<file path="config.mk">
export PLATFORM = sky130hd
export DESIGN_NAME = delayed_pulse_train_with_rampdown_core
export DESIGN_NICKNAME = d
export VERILOG_FILES = /design/src/hw/rtl/dptr_pkg.sv /design/src/hw/rtl/dptr_div.sv /design/src/hw/rtl/dptr_cfg.sv /design/src/hw/rtl/delayed_pulse_train_with_rampdown_core.sv
export SDC_FILE = /design/constraint.sdc
export NUM_CORES = 1
export LEC_CHECK = 0
export ABC_AREA = 1
export BUFFER_PORTS_ARGS = -buffer_cell sky130_fd_sc_hd__buf_2
export CORE_MARGIN = 2
export CORE_UTILIZATION = 25
export CTS_BUF_LIST = sky130_fd_sc_hd__clkbuf_4 sky130_fd_sc_hd__clkbuf_8 sky130_fd_sc_hd__clkbuf_16
export CTS_CLUSTER_DIAMETER = 100
export DETAILED_ROUTE_END_ITERATION = 7
export PLACE_DENSITY = 0.43
export SETUP_SLACK_MARGIN = 0.3
export SYNTH_ARGS = -nofsm -noshare
export SYNTH_HDL_FRONTEND = slang
export SYNTH_SLANG_ARGS = --single-unit
</file>
<file path="constraint.sdc">
create_clock -name clk -period 3.1 [get_ports clk]
set_clock_uncertainty 0.2 [all_clocks]
set_input_delay 0.31 -clock clk [delete_from_list [all_inputs] [get_ports clk]]
set_output_delay 0.31 -clock clk [all_outputs]
set_load 0.01 [all_outputs]
</file>
<file path="src/hw/rtl/dptr_pkg.sv">
package dptr_pkg;

    // fixed field widths
    localparam int MODE_W      = 2;
    localparam int STEPS_W     = 10;
    localparam int INT_W       = 10;
    localparam int POWER_W     = 7;
    localparam int POWER_SHIFT = 3;
    localparam int IN_TDATA_W  = 16;
    localparam int OUT_TDATA_W = 16;
    localparam int OUT_USED_W  = INT_W + 2;
    localparam int CFG_IDX_W   = 3;

    localparam logic [POWER_W-1:0] MAX_POWER     = 7'd100;
    localparam logic [INT_W-1:0]   MAX_DRIVE_INT = 10'd800;

    typedef enum logic [MODE_W-1:0] {
        MODE_TICK        = 2'd0,
        MODE_START       = 2'd1,
        MODE_CANCEL      = 2'd2,
        MODE_CANCEL_RAMP = 2'd3
    } mode_t;

    // configuration register indexes
    localparam logic [CFG_IDX_W-1:0] REG_DELAY    = 3'd0;
    localparam logic [CFG_IDX_W-1:0] REG_DURATION = 3'd1;
    localparam logic [CFG_IDX_W-1:0] REG_ON       = 3'd2;
    localparam logic [CFG_IDX_W-1:0] REG_OFF      = 3'd3;
    localparam logic [CFG_IDX_W-1:0] REG_POWER    = 3'd4;
    localparam logic [CFG_IDX_W-1:0] REG_RAMP_EN  = 3'd5;

endpackage

</file>
<file path="src/hw/rtl/dptr_div.sv">
module dptr_div #(
    parameter int DIVIDEND_W = 18
) (
    input  logic                         clk,
    input  logic                         rst_n,
    input  logic                         start,
    input  logic [DIVIDEND_W-1:0]        dividend,
    input  logic [dptr_pkg::STEPS_W-1:0] divisor,
    output logic                         done,
    output logic [DIVIDEND_W-1:0]        quotient
);

    localparam int DVW = dptr_pkg::STEPS_W;
    localparam int CW  = $clog2(DIVIDEND_W + 1);

    logic [DIVIDEND_W-1:0] quo_reg;
    logic [DVW-1:0]        rem_reg;
    logic [DVW-1:0]        dvs_reg;
    logic [CW-1:0]         cnt_reg;
    logic                  busy_reg;
    logic                  done_reg;

    logic [DVW:0]   trial;
    logic [DVW:0]   diff;
    logic           fits;
    logic [DVW-1:0] rem_new;

    // restoring division, one quotient bit per cycle
    assign trial   = {rem_reg, quo_reg[DIVIDEND_W-1]};
    assign diff    = trial - {1'b0, dvs_reg};
    assign fits    = trial >= {1'b0, dvs_reg};
    assign rem_new = fits ? diff[DVW-1:0] : trial[DVW-1:0];

    always_ff @(posedge clk or negedge rst_n)
    begin
        if (!rst_n)
        begin
            quo_reg  <= '0;
            rem_reg  <= '0;
            dvs_reg  <= '0;
            cnt_reg  <= '0;
            busy_reg <= 1'b0;
            done_reg <= 1'b0;
        end
        else
        begin
            done_reg <= busy_reg && (cnt_reg == CW'(1));
            if (start)
            begin
                quo_reg  <= dividend;
                rem_reg  <= '0;
                dvs_reg  <= divisor;
                cnt_reg  <= CW'(DIVIDEND_W);
                busy_reg <= 1'b1;
            end
            else if (busy_reg)
            begin
                quo_reg  <= {quo_reg[DIVIDEND_W-2:0], fits};
                rem_reg  <= rem_new;
                cnt_reg  <= cnt_reg - CW'(1);
                if (cnt_reg == CW'(1))
                begin
                    busy_reg <= 1'b0;
                end
            end
        end
    end

    assign done     = done_reg;
    assign quotient = quo_reg;

endmodule

</file>
<file path="src/hw/rtl/dptr_cfg.sv">
module dptr_cfg #(
    parameter int TICK_BITS = 24
) (
    input  logic                           clk,
    input  logic                           rst_n,
    input  logic                           wr_en,
    input  logic [dptr_pkg::CFG_IDX_W-1:0] index,
    input  logic [TICK_BITS-1:0]           data,
    output logic [TICK_BITS-1:0]           delay_ticks,
    output logic [TICK_BITS-1:0]           duration_ticks,
    output logic [TICK_BITS-1:0]           on_ticks,
    output logic [TICK_BITS-1:0]           off_ticks,
    output logic [dptr_pkg::POWER_W-1:0]   power_percent,
    output logic                           ramp_enable
);

    logic [TICK_BITS-1:0]         delay_reg;
    logic [TICK_BITS-1:0]         duration_reg;
    logic [TICK_BITS-1:0]         on_reg;
    logic [TICK_BITS-1:0]         off_reg;
    logic [dptr_pkg::POWER_W-1:0] power_reg;
    logic                         ramp_en_reg;

    always_ff @(posedge clk or negedge rst_n)
    begin
        if (!rst_n)
        begin
            delay_reg    <= '0;
            duration_reg <= '0;
            on_reg       <= '0;
            off_reg      <= '0;
            power_reg    <= '0;
            ramp_en_reg  <= 1'b0;
        end
        else if (wr_en)
        begin
            case (index)
                dptr_pkg::REG_DELAY:    delay_reg    <= data;
                dptr_pkg::REG_DURATION: duration_reg <= data;
                dptr_pkg::REG_ON:       on_reg       <= data;
                dptr_pkg::REG_OFF:      off_reg      <= data;
                dptr_pkg::REG_POWER:    power_reg    <= data[dptr_pkg::POWER_W-1:0];
                dptr_pkg::REG_RAMP_EN:  ramp_en_reg  <= data[0];
                default:                ;
            endcase
        end
    end

    assign delay_ticks    = delay_reg;
    assign duration_ticks = duration_reg;
    assign on_ticks       = on_reg;
    assign off_ticks      = off_reg;
    assign power_percent  = power_reg;
    assign ramp_enable    = ramp_en_reg;

endmodule

</file>
<file path="src/hw/rtl/delayed_pulse_train_with_rampdown_core.sv">
// channel   direction  handshake             payload
// s_*       in         s_tvalid / s_tready   s_tuser: mode; s_tdata: ramp_steps
// m_*       out        m_tvalid / m_tready   m_tdata: drive_level, busy_res, start_error
// cfg_*     in         cfg_wr_en             cfg_index, cfg_data
//
// a tick on a running channel goes through S_EXEC, S_TICK and S_DONE; a taken start or
// a running cancel with ramp-down and a non-zero step count goes through S_EXEC, S_DIV
// (serial divider, one quotient bit a cycle) and S_DONE; any other item goes through S_EXEC
// and S_DONE; s_tready is high only while the sequencer is idle; a finished result sits in the
// output register so the next transfer is taken while it waits for m_tready
// rst_n clears the configuration and the whole channel state
module delayed_pulse_train_with_rampdown_core #(
    parameter int TICK_BITS = 24,
    parameter int FRAC_BITS = 8
) (
    input  logic                             clk,
    input  logic                             rst_n,
    input  logic                             s_tvalid,
    output logic                             s_tready,
    input  logic [dptr_pkg::IN_TDATA_W-1:0]  s_tdata,  // [9:0] ramp_steps
    input  logic [dptr_pkg::MODE_W-1:0]      s_tuser,  // [1:0] mode
    output logic                             m_tvalid,
    input  logic                             m_tready,
    output logic [dptr_pkg::OUT_TDATA_W-1:0] m_tdata,  // [9:0] drive_level, [10] busy_res,
                                                       // [11] start_error
    input  logic                             cfg_wr_en,
    input  logic [dptr_pkg::CFG_IDX_W-1:0]   cfg_index,
    input  logic [TICK_BITS-1:0]             cfg_data
);

    localparam int LW  = dptr_pkg::INT_W + FRAC_BITS;
    localparam int WW  = TICK_BITS + 1;
    localparam int SW  = dptr_pkg::STEPS_W;
    localparam int IW  = dptr_pkg::INT_W;

    typedef enum logic [4:0] {
        S_IDLE = 5'b00001,
        S_EXEC = 5'b00010,
        S_TICK = 5'b00100,
        S_DIV  = 5'b01000,
        S_DONE = 5'b10000
    } state_t;

    // configuration
    logic [TICK_BITS-1:0]         cfg_delay;
    logic [TICK_BITS-1:0]         cfg_duration;
    logic [TICK_BITS-1:0]         cfg_on;
    logic [TICK_BITS-1:0]         cfg_off;
    logic [dptr_pkg::POWER_W-1:0] cfg_power;
    logic                         cfg_ramp_en;

    dptr_cfg #(
        .TICK_BITS (TICK_BITS)
    ) u_cfg (
        .clk            (clk),
        .rst_n          (rst_n),
        .wr_en          (cfg_wr_en),
        .index          (cfg_index),
        .data           (cfg_data),
        .delay_ticks    (cfg_delay),
        .duration_ticks (cfg_duration),
        .on_ticks       (cfg_on),
        .off_ticks      (cfg_off),
        .power_percent  (cfg_power),
        .ramp_enable    (cfg_ramp_en)
    );

    // sequencer and item registers
    state_t            state_reg, state_next;
    dptr_pkg::mode_t   mode_reg, mode_next;
    logic [SW-1:0]     steps_reg, steps_next;
    logic              err_reg, err_next;

    // channel state
    logic              running_reg, running_next;
    logic              phase_on_reg, phase_on_next;
    logic              ramp_active_reg, ramp_active_next;
    logic [WW-1:0]     elapsed_reg, elapsed_next;
    logic [WW-1:0]     next_flip_reg, next_flip_next;
    logic [TICK_BITS-1:0] act_delay_reg, act_delay_next;
    logic [WW-1:0]     act_end_reg, act_end_next;
    logic [TICK_BITS-1:0] act_on_reg, act_on_next;
    logic [TICK_BITS-1:0] act_off_reg, act_off_next;
    logic [LW-1:0]     level_reg, level_next;
    logic [LW-1:0]     ramp_step_reg, ramp_step_next;
    logic [SW-1:0]     ramp_done_reg, ramp_done_next;
    logic [SW-1:0]     ramp_limit_reg, ramp_limit_next;
    logic [IW-1:0]     drive_reg, drive_next;

    // output register
    logic              m_valid_reg, m_valid_next;
    logic [IW-1:0]     out_drive_reg, out_drive_next;
    logic              out_busy_reg, out_busy_next;
    logic              out_err_reg, out_err_next;

    // shared divider
    logic              div_start;
    logic [LW-1:0]     div_dividend;
    logic              div_done;
    logic [LW-1:0]     div_quotient;

    dptr_div #(
        .DIVIDEND_W (LW)
    ) u_div (
        .clk      (clk),
        .rst_n    (rst_n),
        .start    (div_start),
        .dividend (div_dividend),
        .divisor  (steps_reg),
        .done     (div_done),
        .quotient (div_quotient)
    );

    // derived values
    logic [IW-1:0]     start_int;
    logic [LW-1:0]     start_level;
    logic [IW-1:0]     level_int;
    logic [WW-1:0]     elapsed_inc;
    logic [TICK_BITS-1:0] flip_add;
    logic [WW:0]       flip_sum;
    logic [WW-1:0]     flip_sat;
    logic [LW-1:0]     level_dec;
    logic              in_delay;
    logic              at_delay;
    logic              in_train;
    logic              flip_due;

    assign start_int    = {cfg_power, {dptr_pkg::POWER_SHIFT{1'b0}}};
    assign start_level  = {start_int, {FRAC_BITS{1'b0}}};
    assign level_int    = level_reg[LW-1:FRAC_BITS];
    assign elapsed_inc  = (elapsed_reg == {WW{1'b1}}) ? elapsed_reg : elapsed_reg + WW'(1);
    assign flip_add     = phase_on_reg ? act_off_reg : act_on_reg;
    assign flip_sum     = {1'b0, next_flip_reg} + {2'b00, flip_add};
    assign flip_sat     = flip_sum[WW] ? {WW{1'b1}} : flip_sum[WW-1:0];
    assign level_dec    = level_reg - ramp_step_reg;
    assign in_delay     = elapsed_reg < {1'b0, act_delay_reg};
    assign at_delay     = elapsed_reg == {1'b0, act_delay_reg};
    assign in_train     = elapsed_reg < act_end_reg;
    assign flip_due     = elapsed_reg >= next_flip_reg;
    assign div_dividend = (mode_reg == dptr_pkg::MODE_START) ? start_level : level_reg;

    always_comb
    begin
        state_next       = state_reg;
        mode_next        = mode_reg;
        steps_next       = steps_reg;
        err_next         = err_reg;
        running_next     = running_reg;
        phase_on_next    = phase_on_reg;
        ramp_active_next = ramp_active_reg;
        elapsed_next     = elapsed_reg;
        next_flip_next   = next_flip_reg;
        act_delay_next   = act_delay_reg;
        act_end_next     = act_end_reg;
        act_on_next      = act_on_reg;
        act_off_next     = act_off_reg;
        level_next       = level_reg;
        ramp_step_next   = ramp_step_reg;
        ramp_done_next   = ramp_done_reg;
        ramp_limit_next  = ramp_limit_reg;
        drive_next       = drive_reg;
        m_valid_next     = m_valid_reg && !m_tready;
        out_drive_next   = out_drive_reg;
        out_busy_next    = out_busy_reg;
        out_err_next     = out_err_reg;
        div_start        = 1'b0;

        case (state_reg)
            S_IDLE:
            begin
                if (s_tvalid)
                begin
                    mode_next  = dptr_pkg::mode_t'(s_tuser);
                    steps_next = s_tdata[SW-1:0];
                    state_next = S_EXEC;
                end
            end

            S_EXEC:
            begin
                err_next   = 1'b0;
                state_next = S_DONE;
                case (mode_reg)
                    dptr_pkg::MODE_TICK:
                    begin
                        if (running_reg)
                        begin
                            elapsed_next = elapsed_inc;
                            state_next   = S_TICK;
                        end
                    end

                    dptr_pkg::MODE_START:
                    begin
                        if (cfg_power > dptr_pkg::MAX_POWER)
                        begin
                            err_next = 1'b1;
                        end
                        else if (cfg_duration != '0)
                        begin
                            level_next       = start_level;
                            ramp_limit_next  = steps_reg;
                            ramp_done_next   = '0;
                            ramp_active_next = cfg_ramp_en;
                            act_delay_next   = cfg_delay;
                            act_end_next     = {1'b0, cfg_delay} + {1'b0, cfg_duration};
                            act_on_next      = cfg_on;
                            act_off_next     = cfg_off;
                            elapsed_next     = '0;
                            phase_on_next    = 1'b1;
                            next_flip_next   = {1'b0, cfg_delay} + {1'b0, cfg_on};
                            running_next     = 1'b1;
                            if (cfg_delay == '0)
                            begin
                                drive_next = start_int;
                            end
                            if (steps_reg != '0)
                            begin
                                div_start  = 1'b1;
                                state_next = S_DIV;
                            end
                            else
                            begin
                                ramp_step_next = '0;
                            end
                        end
                    end

                    default:
                    begin
                        // cancels only act on a running channel
                        if (running_reg)
                        begin
                            act_delay_next = '0;
                            act_end_next   = '0;
                            if (mode_reg == dptr_pkg::MODE_CANCEL)
                            begin
                                ramp_active_next = 1'b0;
                            end
                            else
                            begin
                                ramp_limit_next  = steps_reg;
                                ramp_done_next   = '0;
                                ramp_active_next = 1'b1;
                                if (steps_reg != '0)
                                begin
                                    div_start  = 1'b1;
                                    state_next = S_DIV;
                                end
                                else
                                begin
                                    ramp_step_next = '0;
                                end
                            end
                        end
                    end
                endcase
            end

            S_TICK:
            begin
                state_next = S_DONE;
                if (!in_delay)
                begin
                    if (at_delay)
                    begin
                        drive_next = level_int;
                    end
                    if (in_train)
                    begin
                        if (flip_due)
                        begin
                            // a zero-length phase is skipped by holding the present one
                            if (phase_on_reg && (act_off_reg != '0))
                            begin
                                phase_on_next  = 1'b0;
                                next_flip_next = flip_sat;
                                drive_next     = '0;
                            end
                            else if (!phase_on_reg && (act_on_reg != '0))
                            begin
                                phase_on_next  = 1'b1;
                                next_flip_next = flip_sat;
                                drive_next     = level_int;
                            end
                        end
                    end
                    else if (ramp_active_reg && (level_reg > ramp_step_reg) &&
                             (ramp_done_reg < ramp_limit_reg))
                    begin
                        level_next     = level_dec;
                        drive_next     = level_dec[LW-1:FRAC_BITS];
                        ramp_done_next = ramp_done_reg + SW'(1);
                    end
                    else
                    begin
                        running_next     = 1'b0;
                        phase_on_next    = 1'b0;
                        ramp_active_next = 1'b0;
                        elapsed_next     = '0;
                        next_flip_next   = '0;
                        act_delay_next   = '0;
                        act_end_next     = '0;
                        act_on_next      = '0;
                        act_off_next     = '0;
                        level_next       = '0;
                        ramp_step_next   = '0;
                        ramp_done_next   = '0;
                        ramp_limit_next  = '0;
                        drive_next       = '0;
                    end
                end
            end

            S_DIV:
            begin
                if (div_done)
                begin
                    ramp_step_next = div_quotient;
                    state_next     = S_DONE;
                end
            end

            S_DONE:
            begin
                if (!m_valid_reg || m_tready)
                begin
                    m_valid_next   = 1'b1;
                    out_drive_next = drive_reg;
                    out_busy_next  = running_reg;
                    out_err_next   = err_reg;
                    state_next     = S_IDLE;
                end
            end

            default:
            begin
                state_next = S_IDLE;
            end
        endcase
    end

    always_ff @(posedge clk or negedge rst_n)
    begin
        if (!rst_n)
        begin
            state_reg       <= S_IDLE;
            mode_reg        <= dptr_pkg::MODE_TICK;
            steps_reg       <= '0;
            err_reg         <= 1'b0;
            running_reg     <= 1'b0;
            phase_on_reg    <= 1'b0;
            ramp_active_reg <= 1'b0;
            elapsed_reg     <= '0;
            next_flip_reg   <= '0;
            act_delay_reg   <= '0;
            act_end_reg     <= '0;
            act_on_reg      <= '0;
            act_off_reg     <= '0;
            level_reg       <= '0;
            ramp_step_reg   <= '0;
            ramp_done_reg   <= '0;
            ramp_limit_reg  <= '0;
            drive_reg       <= '0;
            m_valid_reg     <= 1'b0;
            out_drive_reg   <= '0;
            out_busy_reg    <= 1'b0;
            out_err_reg     <= 1'b0;
        end
        else
        begin
            state_reg       <= state_next;
            mode_reg        <= mode_next;
            steps_reg       <= steps_next;
            err_reg         <= err_next;
            running_reg     <= running_next;
            phase_on_reg    <= phase_on_next;
            ramp_active_reg <= ramp_active_next;
            elapsed_reg     <= elapsed_next;
            next_flip_reg   <= next_flip_next;
            act_delay_reg   <= act_delay_next;
            act_end_reg     <= act_end_next;
            act_on_reg      <= act_on_next;
            act_off_reg     <= act_off_next;
            level_reg       <= level_next;
            ramp_step_reg   <= ramp_step_next;
            ramp_done_reg   <= ramp_done_next;
            ramp_limit_reg  <= ramp_limit_next;
            drive_reg       <= drive_next;
            m_valid_reg     <= m_valid_next;
            out_drive_reg   <= out_drive_next;
            out_busy_reg    <= out_busy_next;
            out_err_reg     <= out_err_next;
        end
    end

    assign s_tready = (state_reg == S_IDLE);
    assign m_tvalid = m_valid_reg;
    assign m_tdata  = {{(dptr_pkg::OUT_TDATA_W - dptr_pkg::OUT_USED_W){1'b0}},
                       out_err_reg, out_busy_reg, out_drive_reg};

endmodule

</file>
Word-level counts from Yosys, hierarchy flattened
Index checks and enable logic that the tools add are counted.
{"block": "totals", "output_inout_bits": 18, "wordCells": 264, "input_bits": 50, "register_bits": 396}
{"block": "classes", "n_mux": 141, "n_addsub": 8, "eq_ne": 36, "n_lt_le_gt_ge": 7, "n_reduce_logical": 38}
{"op": "$mux 25", "n": 19}
{"op": "$mux 18", "n": 18}
{"op": "$mux 24", "n": 13}
{"op": "$mux 10", "n": 28}
{"op": "$pmux 25 s2", "n": 5}
{"op": "$pmux 24 s2", "n": 4}
{"op": "$pmux 10 s2", "n": 5}
{"op": "$pmux 18 s2", "n": 2}
{"op": "$reduce_bool 24->1", "n": 3}
{"op": "$mux 5", "n": 11}
{"op": "$pmux 18 s3", "n": 1}
{"op": "$add 24x24->25", "n": 2}
{"op": "$mux 1", "n": 28}
{"op": "$ne 3x3->1 const B", "n": 9}
{"op": "$add 25x24->26", "n": 1}
{"op": "$add 25x1->25 const B", "n": 1}
{"op": "$eq 25x24->1", "n": 1}
{"op": "$eq 25x25->1 const B", "n": 1}
{"op": "$ge 25x25->1", "n": 1}
{"op": "$lt 25x24->1", "n": 1}
{"op": "$lt 25x25->1", "n": 1}
{"op": "$pmux 5 s5", "n": 1}
{"op": "$logic_not 24->1", "n": 1}
{"op": "$reduce_and 8->1", "n": 3}
{"op": "other kinds (37)", "n": 70}

Longest topological paths before layout
Gate-level depths: netlist (run 1).
{"block": "logic_depth", "ltp_word": 9, "ltp_mapped": 19, "mapped_depth_nobuf": 18}

Hierarchy
A second synthesis (run 1) with hierarchy kept.
{"block": "unflattened", "cells_unflattened": 4027, "hier_area_um2": 27690.3}
{"mod": "delayed_pulse_train_with_rampdown_core", "area_each_um2": 20980.1, "instances": 1, "cells_each": 3232, "seq_area_each_um2": 6182.2}
{"mod": "dptr_cfg", "area_each_um2": 4093.9, "instances": 1, "cells_each": 461, "seq_area_each_um2": 2602.5}
{"mod": "dptr_div", "area_each_um2": 2616.3, "instances": 1, "cells_each": 334, "seq_area_each_um2": 1126.1}

Least setup slack after synthesis (run 1)
No wires, ideal clock.
{"block": "synth_path", "path_type": "register to register", "startpoint": "register phase_on_reg", "endpoint": "register next_flip_reg[12]", "setup_ns": 0.117, "arrival_time_ns": 2.678, "period_less_slack_ns": 2.994, "path_buffers": 2, "stages_incl_launch_ff": 19, "required_time_ns": 2.783, "path_slack_ns": 0.106, "path_cell_list": "dfrtp_1 clkbuf_1 clkbuf_1 nand2_1 nand2_1 ha_1 inv_1 fa_1 o21ai_0 nand2_1 nand2_1 nand2_1 nand2_1 xnor2_1 nand2_1 nand2_1 nand2_1 nand2_1 nand2_1"}
{"block": "synth_via", "elab_chain_cells": 9, "elab_cells_between_ends": 14, "cone_classes": "1 x add/sub; 1 x eq/ne; 8 x mux; 4 x reduce/logical"}
{"element": "start, declared", "line_no": "delayed_pulse_train_with_rampdown_core.sv:76", "rtl": "logic phase_on_reg, phase_on_next;"}
{"element": "start signal, assigned", "line_no": "delayed_pulse_train_with_rampdown_core.sv:377", "rtl": "phase_on_reg <= phase_on_next;"}
{"element": "$mux 24", "line_no": "delayed_pulse_train_with_rampdown_core.sv:132", "rtl": "assign flip_add = phase_on_reg ? act_off_reg : act_on_reg;"}
{"element": "$add 25x24->26", "line_no": "delayed_pulse_train_with_rampdown_core.sv:133", "rtl": "assign flip_sum = {1'b0, next_flip_reg} + {2'b00, flip_add};"}
{"element": "$mux 25", "line_no": "delayed_pulse_train_with_rampdown_core.sv:134", "rtl": "assign flip_sat = flip_sum[WW] ? {WW{1'b1}} : flip_sum[WW-1:0];"}
{"element": "$mux 25", "line_no": "delayed_pulse_train_with_rampdown_core.sv:280", "rtl": "else if (!phase_on_reg && (act_on_reg != '0))"}
{"element": "$mux 25", "line_no": "delayed_pulse_train_with_rampdown_core.sv:274", "rtl": "if (phase_on_reg && (act_off_reg != '0))"}
{"element": "$mux 25", "line_no": "delayed_pulse_train_with_rampdown_core.sv:271", "rtl": "if (flip_due)"}
{"element": "$mux 25", "line_no": "delayed_pulse_train_with_rampdown_core.sv:269", "rtl": "if (in_train)"}
{"element": "$mux 25", "line_no": "delayed_pulse_train_with_rampdown_core.sv:263", "rtl": "if (!in_delay)"}
{"element": "$pmux 25 s2", "line_no": "delayed_pulse_train_with_rampdown_core.sv:168", "rtl": "case (state_reg)"}
{"element": "end signal, assigned", "line_no": "delayed_pulse_train_with_rampdown_core.sv:380", "rtl": "next_flip_reg <= next_flip_next;"}
{"element": "end, declared", "line_no": "delayed_pulse_train_with_rampdown_core.sv:79", "rtl": "logic [WW-1:0] next_flip_reg, next_flip_next;"}
Several ways; a longest one is shown, not always the timed one. The select of a mux whose other input is x is not followed.
A chain may end at the register's enable or synchronous reset.

Final worst setup path (run 1)
{"block": "layout_path", "startpoint": "register phase_on_reg", "endpoint": "register next_flip_reg[14]"}
Same word-level chain as after synthesis.

==> results.yml, run 1 <==
finish:
  nets: 4415
  layout_commonest_cell: "nand2_1"
  nFillCells: 11761
  design_area_sq_um: 34600
  drive_above_1_share: 0.162
  final_cell_mix: "1228 x nand2_1, 423 x inv_1, 380 x dfrtp_1, 298 x nor2_1, 280 x nand3_1"
  areaGrowthSynthToFinish_pct: 27.8
yosys:
  synth_flop_cell: "dfrtp_1"
  synth_edf_count: 0
  synth.distinct_cells: 50
  avgSynthCellArea_sq_um: 6.94
  synth_compound_area_frac: 0.100
  synth.area.mux_share: 0
  ys_async_sr_fraction: 1.00
  ys_warn_count: 0
  ys_seq_elements: 396
  syn_inst: 3899
  ys_seq_area_frac: 0.366
  synth-xor-area-share: 0.0217
  syn_area_sq_um: 27100
  synth_top_family_by_area: "simple AND/OR/NAND/NOR gates"
  synthSimpleGateAreaFrac: 0.337
  synth-adder-area-share: 0.0897
die:
  placementRows: 120
  die-area_sq_um: 111000
  ios: 68
  start_util: 0.253
  core_area_sq_um: 107000
  dieWidth_um: 333
  die_h_um: 333
timing:
  min_period_over_period: 0.926
  setup_viol: 0
  slew_headroom: 0.405
  drv_slew: 0
  post-route-min-period_ns: 2.87
  timing.fmax_ghz: 0.348
  finalHoldViolCount: 0
  rsz0062_at_grt: "yes"
  worst_pin_slew_ns: 0.890
  setup_slack_ns: 0.229
worst_setup_path:
  cp_data_arrival_time_ns: 3.20
  reg2reg_to: "next_flip_reg[14]"
  cp-start-kind: "flop"
  critPathRequiredTime_ns: 3.43
  r2r_start: "phase_on_reg"
  r2r_slack_ns: 0.23
  endpoint_kind: "flop"
  crit_type: "flop to flop"
  worstPathMaxFanout: 35
  worstRegToRegCells: 17
detailed_routing:
  drtIter0Drc: 1632
  met2WireLength_um: 46400
  routedWlPerCell_um: 18.2
  wl_met1_um: 48900
  routed_via_density: 4.67
  vias: 26244
  drtAntennaViolNets: 0
  firstDrtPassIters: 7
  wl_met3_um: 4830
  highest_layer: "met4"
  wirelength_um: 102000
  drc_errors: 0
global_route:
  grt.overflow.total: 0
  grt_usage: 0.176
  grt_pass1_vias: 25321
  grt_pass1_wl_um: 152000
  antenna_found_initial: 2
  grt_max_degree: 68
power:
  power_density_nw_per_um2: 877
  power.leakage_nw: 17.4
  ir_drop_mv: 0.472
  fin_total_pwr_mw: 30.4
clocking:
  clock_path_buffers: 3
  cts_tree: "built"
  cts.sinks: 396
  worstSkewPairLatency_ns: 0.64
  root_buffer: "clkbuf_16"
  h-tree-depth: 2
  clk_pin_slew_ns: 0.06
  numCtsBuffers: 51
place:
  hpwl_um: 75400
  portBuffers: 57
  place_ws_ns: -0.127
  routabilityCongestion: 0.882
  place_area_sq_um: 30200
min_path:
  hold_start: "cfg_data[2]"
  min_to: "u_cfg.on_ticks[2]"
  hold_class: "input pin to flop"
  min_path_cells: 3
run_status:
  status: "finished, final reports clean"
run:
  drv_cap: 0
Yosys cell counts, types with 9 or more instances:
library cell / instances / area, sq um
buf_4: 9 / 67.6
nand4_1: 86 / 538
nor2_1: 328 / 1230
nor3_1: 43 / 215
nand2_1: 1321 / 4960
nand3_1: 293 / 1470
inv_1: 435 / 1630
o211ai_1: 17 / 128
nor4_1: 11 / 68.8
o21a_1: 10 / 75.1
dfrtp_1: 395 / 9880
xnor2_1: 26 / 228
ha_1: 186 / 2330
o21ai_0: 276 / 1380
xor2_1: 41 / 359
clkbuf_1: 57 / 214
nand3b_1: 37 / 278
inv_2: 11 / 41.3
a21o_1: 12 / 90.1
a21oi_1: 160 / 801
o21bai_1: 13 / 97.6
buf_2: 54 / 270
logic make-up (layout without fill, tap and decap cells):
group,after synthesis,in the layout
compound gates,508,508
xor+xnor,67,67
fa+ha+maj,191,191
buf+inv,575,886
flops,396,396
other cells,1,6
simple gates,2161,2165
timing repair:
action / 4_1_cts / 5_1_grt
setup endpoints to repair: 198 / 239
buffers inserted: 5 / 35
cloned: 6 / 14
hold endpoints to repair: 278 / 0
pin swaps: 9 / 69
resized for setup: 42 / 300
hold buffers: 43 / 0
critical path, stage by stage, from the launching register on:
cell	delay, ns
dfrtp_1	0.39
buf_12	0.17
o21ai_0	0.26
buf_4	0.19
ha_1	0.23
nand2_1	0.17
o21ai_1	0.13
inv_1	0.07
nand2_1	0.07
nand2_1	0.08
nand2_2	0.08
nor2_4	0.14
buf_12	0.16
nand3_1	0.14
nand2_1	0.11
nand2_1	0.05
nand2_1	0.07
nand2_1	0.04
worst max-delay path by stage:
| stage | start | to | slack (ns) | cells past startpoint |
|---|---|---|---|---|
| after floorplan | phase_on_reg | next_flip_reg[11] | 0.33 | 18 |
| after global placement | elapsed_reg[23] | elapsed_reg[19] | -0.1 | 13 |
| after detailed placement | elapsed_reg[23] | elapsed_reg[17] | -0.13 | 13 |
| after CTS | phase_on_reg | next_flip_reg[14] | 0.12 | 19 |
| after global routing | phase_on_reg | next_flip_reg[17] | 0.05 | 18 |
| final | phase_on_reg | next_flip_reg[14] | 0.23 | 17 |
per-layer routing:
metal	up-vias	global-route usage
met5	-	0
met4	0	0.0447
met3	117	0.0233
met2	489	0.284
met1	12459	0.247
li1	13179	-
report_power, final:
group	internal, mW	leakage (nW)	switching [mW]
sequential	6.62	5.14	1.43
clock	3.96	0.929	2.58
combinational	6.25	11.3	9.51
cell type report:
class | count | area [sq um] | area share
clock inverter | 22 | 310 | 0.00897
sequential | 396 | 9930 | 0.287
tap | 1403 | 1760 | 0.0507
antenna | 2 | 5.00 | 0.000145
clock buffer | 74 | 1540 | 0.0444
timing repair buffer | 343 | 3230 | 0.0933
multi-input combinational | 2935 | 16100 | 0.466
inverter | 447 | 1720 | 0.0498
stage by stage:
step / std cells / setup TNS (ns) / util / hold WS, ns
floorplan: 3902 / 0 / - / -0.186
global placement: 5421 / -2.70 / 0.281 / 0.153
detailed placement: 5421 / -3.71 / 0.281 / 0.137
CTS: 5571 / 0 / 0.305 / 0.0149
global route: 5620 / 0 / 0.323 / 0.0401
finish: 5622 / 0 / 0.323 / 0.0268
(Power assumes the default switching activity.)
==> inputs of run 2 (changes only) <==
--- a/config.mk
+++ b/config.mk
@@ -5,12 +5,11 @@
 export SDC_FILE = /design/constraint.sdc
 export NUM_CORES = 1
 export LEC_CHECK = 0
-export ABC_AREA = 1
 export BUFFER_PORTS_ARGS = -buffer_cell sky130_fd_sc_hd__buf_2
 export CORE_MARGIN = 2
 export CORE_UTILIZATION = 25
 export CTS_BUF_LIST = sky130_fd_sc_hd__clkbuf_4 sky130_fd_sc_hd__clkbuf_8 sky130_fd_sc_hd__clkbuf_16
-export CTS_CLUSTER_DIAMETER = 100
+export CTS_CLUSTER_DIAMETER = 150
 export DETAILED_ROUTE_END_ITERATION = 7
 export PLACE_DENSITY = 0.43
 export SETUP_SLACK_MARGIN = 0.3
==> results.yml, run 2 <==
detailed_routing:
  drc_errors: 0
  drtAntennaViolNets: 0
  routedWlPerCell_um: 20.8
  firstDrtPassIters: 5
  vias: 21535
  wirelength_um: 89800
  drtIter0Drc: 1416
  routed_via_density: 4.99
place:
  hpwl_um: 63700
  place_ws_ns: -0.634
  portBuffers: 57
  routabilityCongestion: 0.888
  place_area_sq_um: 28900
  placed_cells: 4080
global_route:
  grt_pass1_wl_um: 133000
  antenna_found_initial: 3
  grt_pass1_vias: 21917
  grt_usage: 0.174
  grt_max_degree: 71
  grt.overflow.total: 0
power:
  power_density_nw_per_um2: 815
  ir_drop_mv: 0.430
  power.leakage_nw: 15.5
  fin_total_pwr_mw: 28.2
finish:
  areaGrowthSynthToFinish_pct: 46.2
  final_util: 0.370
  nFillCells: 9400
  nets: 3265
  design_area_sq_um: 34600
  layout_commonest_cell: "buf_4"
  final_cell_count_no_fill: 4314
  final_cell_mix: "412 x buf_4, 371 x dfrtp_1, 150 x ha_1, 147 x inv_1, 144 x mux2_2"
  drive_above_1_share: 0.403
worst_setup_path:
  endpoint_kind: "flop"
  worstPathMaxFanout: 8
  critical_path_buf_inv_count: 4
  critPathRequiredTime_ns: 3.38
  worstRegToRegCells: 15
  crit_chain: "buf_6 > buf_12 > mux2_4 > ha_4 > a21o_1 > a211o_1 > a21o_1 > a21o_1 > a221o_1 > o21ai_4 > buf_12 > buf_12 > a21oi_2 > a211oi_2 > a21oi_1"
  path_delay_family: "compound AO/OA/AOI/OAI gates"
  crit_type: "flop to flop"
  cp.depth: 15
  cp-start-kind: "flop"
  cpPeakStageDelay_ns: 0.40
  cp_data_arrival_time_ns: 3.78
  cpMaxStageDelayCell: "dfrtp_1"
yosys:
  synth.area.mux_share: 0.0783
  avgSynthCellArea_sq_um: 9.70
  synth_compound_area_frac: 0.202
  synthTopCellsByArea: "dfrtp_1 42%, ha_1 9.8%, mux2_2 6.9%"
  synth_top_family_by_area: "compound AO/OA/AOI/OAI gates"
  syn_inst: 2443
  synth_top_cell_by_area: "dfrtp_1"
  ys_warn_count: 0
  synth-xor-area-share: 0.0244
  synth_edf_count: 0
  synth_top_area_frac: 0.417
  synth_most_common_cell: "dfrtp_1"
  synth-adder-area-share: 0.102
  ys_seq_elements: 396
  synth_flop_cell: "dfrtp_1"
  synthSimpleGateAreaFrac: 0.132
  syn_area_sq_um: 23700
  synth.distinct_cells: 81
  yosys-top-cells-count: "395 x dfrtp_1, 214 x nand2_1, 186 x ha_1"
  ys_seq_area_frac: 0.418
  ys_async_sr_fraction: 1.00
min_path:
  min_path_cells: 2
  hold_class: "input pin to flop"
timing:
  post-route-min-period_ns: 3.50
  setup_viol: 164
  finalHoldViolCount: 0
  holdWs_ns: 0.0399
  drv_slew: 0
  timing.fmax_ghz: 0.286
  setup_slack_ns: -0.398
  worst_pin_slew_ns: 0.825
  fin_tns_setup_ns: -29.21
  slew_headroom: 0.450
  rsz0062_at_grt: "yes"
  min_period_over_period: 1.13
clocking:
  root_buffer: "clkbuf_16"
  worstSkewPairLatency_ns: 0.61
  cts_tree: "built"
  clk_pin_slew_ns: 0.06
  h-tree-depth: 2
  numCtsBuffers: 49
  clock_path_buffers: 3
  cts.sinks: 396
run:
  drv_cap: 0
die:
  die_h_um: 312
  start_util: 0.253
  placementRows: 112
  dieWidth_um: 312
  ios: 68
  core_area_sq_um: 93600
  die-area_sq_um: 97200
run_status:
  violations: "setup timing"
  status: "finished with violations"
[run 2: cell types whose count changed after synthesis, sizes merged, moves of 39 or more]
cell,delta
nor2,-206
inv,-295
a211oi,+49
nand3,-256
mux2,+146
nand2,-1111
o21ai,-55
a22o,+80
a21oi,-39
buf,-50
nand4,-55
[run 2: path summary, 6_finish.rpt]
check	startpoint	slack [ns]	end
worst max-delay path	phase_on_reg	-0.40	next_flip_reg[9]
worst min-delay path	cfg_data[6]	0.04	u_cfg.off_ticks[6]
worst max register to register	phase_on_reg	-0.40	next_flip_reg[9]
worst min register to register	ramp_step_reg[13]	0.29	ramp_step_reg[13]
max in group asynchronous	rst_n	1.70	elapsed_reg[16]
min in group asynchronous	rst_n	0.06	steps_reg[2]
[run 2: per-layer routing]
layer	part of all wire	vias up	global-route usage
li1	-	10156	-
met1	0.48	10788	0.247
met2	0.45	460	0.276
met3	0.037	131	0.0190
met4	0.032	0	0.0514
met5	0	-	0
[run 2: cell type report]
class | instances | area (sq um) | share of cell area
flip-flops and latches | 396 | 9940 | 0.287
diodes | 1 | 2.50 | 0.0000723
clock buffers | 71 | 1510 | 0.0435
clock inverters | 15 | 189 | 0.00546
well taps | 1254 | 1570 | 0.0453
multi-input cells | 1799 | 15100 | 0.436
inverters | 151 | 567 | 0.0164
repair buffers | 627 | 5760 | 0.166
[run 2: kinds of logic after synthesis]
kind of cell             count (synthesis)
adder cells (fa/ha/maj)                191
multiplexers                           167
other                                    1
buffers and inverters                  254
flip-flops                             396
AO/OA/AOI/OAI                          727
XOR/XNOR                                66
AND/OR/NAND/NOR                        641
[run 2: what timing repair did]
item	4_1_cts	5_1_grt
hold endpoints to repair	207	0
endpoints found under the setup margin	261	260
gates cloned	8	24
pin swaps	119	105
gates resized for setup	222	357
buffers inserted	47	28
hold buffers	40	0
[run 2: power breakdown]
| part | leakage (nW) | internal (mW) | total (mW) | switching, mW |
|---|---|---|---|---|
| Sequential | 5.06 | 6.55 | 7.89 | 1.34 |
| Clock | 0.851 | 3.69 | 6.12 | 2.43 |
| Combinational | 9.62 | 6.95 | 14.2 | 7.26 |
[run 2: worst reg2reg max path, delay by kind of cell, from the launching register on]
family | cells | cell delay [ns]
AOI/OAI and AO/OA | 9 | 1.71
adders and majority gates | 1 | 0.22
buffers and inverters | 4 | 0.55
DFF | 1 | 0.40
muxes | 1 | 0.32
==> inputs of run 3 (changes only) <==
--- a/config.mk
+++ b/config.mk
@@ -15,4 +15,5 @@
 export SETUP_SLACK_MARGIN = 0.3
 export SYNTH_ARGS = -nofsm -noshare
 export SYNTH_HDL_FRONTEND = slang
+export SYNTH_HIERARCHICAL = 1
 export SYNTH_SLANG_ARGS = --single-unit
==> results.yml, run 3 <==
run_status:
  status: "finished with violations"
  violations: "setup timing"
global_route:
  grt_pass1_wl_um: 135000
  antenna_found_initial: 3
  grt_pass1_vias: 22141
  grt_max_degree: 88
  grt.overflow.total: 0
  grt_usage: 0.176
timing:
  slew_headroom: 0.299
  setup_slack_ns: -0.347
  rsz0062_at_grt: "yes"
  finalHoldViolCount: 0
  worst_pin_slew_ns: 1.05
  timing.fmax_ghz: 0.290
  drv_slew: 0
  post-route-min-period_ns: 3.45
  min_period_over_period: 1.11
  setup_viol: 214
yosys:
  synth_most_common_cell: "dfrtp_1"
  synthTopCellsByArea: "dfrtp_1 41%, ha_1 9.5%, nand2_1 4.8%"
  synth.distinct_cells: 102
  synth_edf_count: 0
  yosys-top-cells-count: "395 x dfrtp_1, 314 x nand2_1, 206 x o21ai_0"
  ys_seq_area_frac: 0.407
  synth_top_cell_by_area: "dfrtp_1"
  ys_async_sr_fraction: 1.00
  synth_top_area_frac: 0.406
  ys_warn_count: 6
  avgSynthCellArea_sq_um: 9.70
  syn_inst: 2512
  synth_flop_cell: "dfrtp_1"
  ys_seq_elements: 396
  syn_area_sq_um: 24400
place:
  portBuffers: 57
  routabilityCongestion: 0.841
  place_ws_ns: -0.464
  hpwl_um: 62100
  placed_cells: 4144
clocking:
  cts_tree: "built"
  h-tree-depth: 2
  cts.sinks: 396
  clock_path_buffers: 3
  root_buffer: "clkbuf_16"
  worstSkewPairLatency_ns: 0.64
  clk_pin_slew_ns: 0.06
  numCtsBuffers: 51
detailed_routing:
  drc_errors: 0
  routedWlPerCell_um: 20.4
  routed_via_density: 4.90
  firstDrtPassIters: 7
  vias: 21682
  wirelength_um: 90400
  drtAntennaViolNets: 0
  drtIter0Drc: 1161
die:
  ios: 68
  die-area_sq_um: 100000
  die_h_um: 316
  dieWidth_um: 316
  core_area_sq_um: 96700
  placementRows: 114
  start_util: 0.252
finish:
  final_cell_count_no_fill: 4421
  final_cell_mix: "394 x buf_4, 383 x dfrtp_1, 215 x nand2_1, 167 x ha_1, 153 x inv_1"
  nets: 3349
  num_antenna_cells: 0
  areaGrowthSynthToFinish_pct: 47.9
  drive_above_1_share: 0.389
  layout_commonest_cell: "buf_4"
  final_util: 0.373
min_path:
  hold_class: "input pin to async pin"
power:
  ir_drop_mv: 0.572
  power_density_nw_per_um2: 915
  fin_total_pwr_mw: 33.0
  power.leakage_nw: 16.7
worst_setup_path:
  endpoint_kind: "flop"
  worstPathMaxFanout: 6
  crit_type: "flop to flop"
  cp-start-kind: "flop"
  critPathRequiredTime_ns: 3.47
  cp_data_arrival_time_ns: 3.82
run:
  drv_cap: 0
[run 3: cell types whose count changed after synthesis, sizes merged, moves of 15 or more]
cell | previous run | this run
mux2i | 21 | 42
a22o | 80 | 40
nand2 | 214 | 316
a211oi | 50 | 32
buf | 21 | 36
nor2 | 133 | 97
[run 3: worst paths after layout]
check / start / endpoint / slack [ns] / depth (start not counted)
worst max-delay path: phase_on_reg / next_flip_reg[0] / -0.35 / 13
worst min-delay path: rst_n / u_div/rem_reg[8] / 0.05 / 2
worst max register to register: phase_on_reg / next_flip_reg[0] / -0.35 / 13
worst min register to register: u_div/done / state_reg[3] / 0.28 / 1
max in group asynchronous: rst_n / phase_on_reg / 1.82 / 3
min in group clk: s_tdata[0] / steps_reg[0] / 0.21 / 4
[run 3: layout make-up]
class	instances	area (sq um)
clock buffer	71	1500
clock inverter	19	325
fill	9620	60700
inverter	157	589
multi-input combinational	1858	15700
sequential	396	9930
tap	1276	1600
timing repair buffer	644	6380
[run 3: per-layer routing]
layer / vias to the layer above / share of wire / GRT usage
met1: 10914 / 0.46 / 0.232
met5: - / 0 / 0
met3: 132 / 0.029 / 0.0216
met4: 0 / 0.029 / 0.0486
li1: 10312 / - / -
met2: 324 / 0.49 / 0.302
[run 3: power by group]
part	switching [mW]	internal, mW
Combinational	9.00	9.05
Clock	2.48	4.03
Sequential	1.64	6.77
[run 3: worst max-delay path: stages, from the launching register on]
cell,delay (ns)
dfrtp_2,0.46
buf_12,0.16
mux2_4,0.31
ha_4,0.27
o21ai_1,0.08
or2_4,0.24
o31a_1,0.31
o31ai_4,0.30
a31oi_4,0.14
o21bai_4,0.29
nand2_4,0.13
buf_6,0.15
a211oi_2,0.18
mux2_4,0.18
[run 3: through the flow]
| stage | cell area, sq um | TNS (ns) | hold slack (ns) |
|---|---|---|---|
| final | 36000 | -51.30 | 0.0488 |
| after global routing | 36000 | -84.15 | 0.0897 |
| after CTS | 34100 | -39.35 | 0.0637 |
| after detailed placement | 29300 | -54.85 | 0.132 |
| after global placement | 29300 | -49.67 | 0.134 |
| after floorplan | 24800 | -8.12 | -0.186 |
[run 3: logic make-up after synthesis]
kind of cell | Yosys count | share of synthesized area
flops | 396 | 0.407
other cells | 1 | 0.000154
buf+inv | 266 | 0.0458
mux | 199 | 0.0933
compound gates | 687 | 0.189
xor+xnor | 73 | 0.0262
simple gates | 699 | 0.139
fa+ha+maj | 191 | 0.0996
[run 3: repair_timing]
item                       in CTS  in global routing
hold buffers                   43                  0
buffers inserted               74                 26
setup endpoints to repair     261                261
hold endpoints to repair      405                  0
pin swaps                     110                 68
gates cloned                   26                 18
resized for setup             320                359
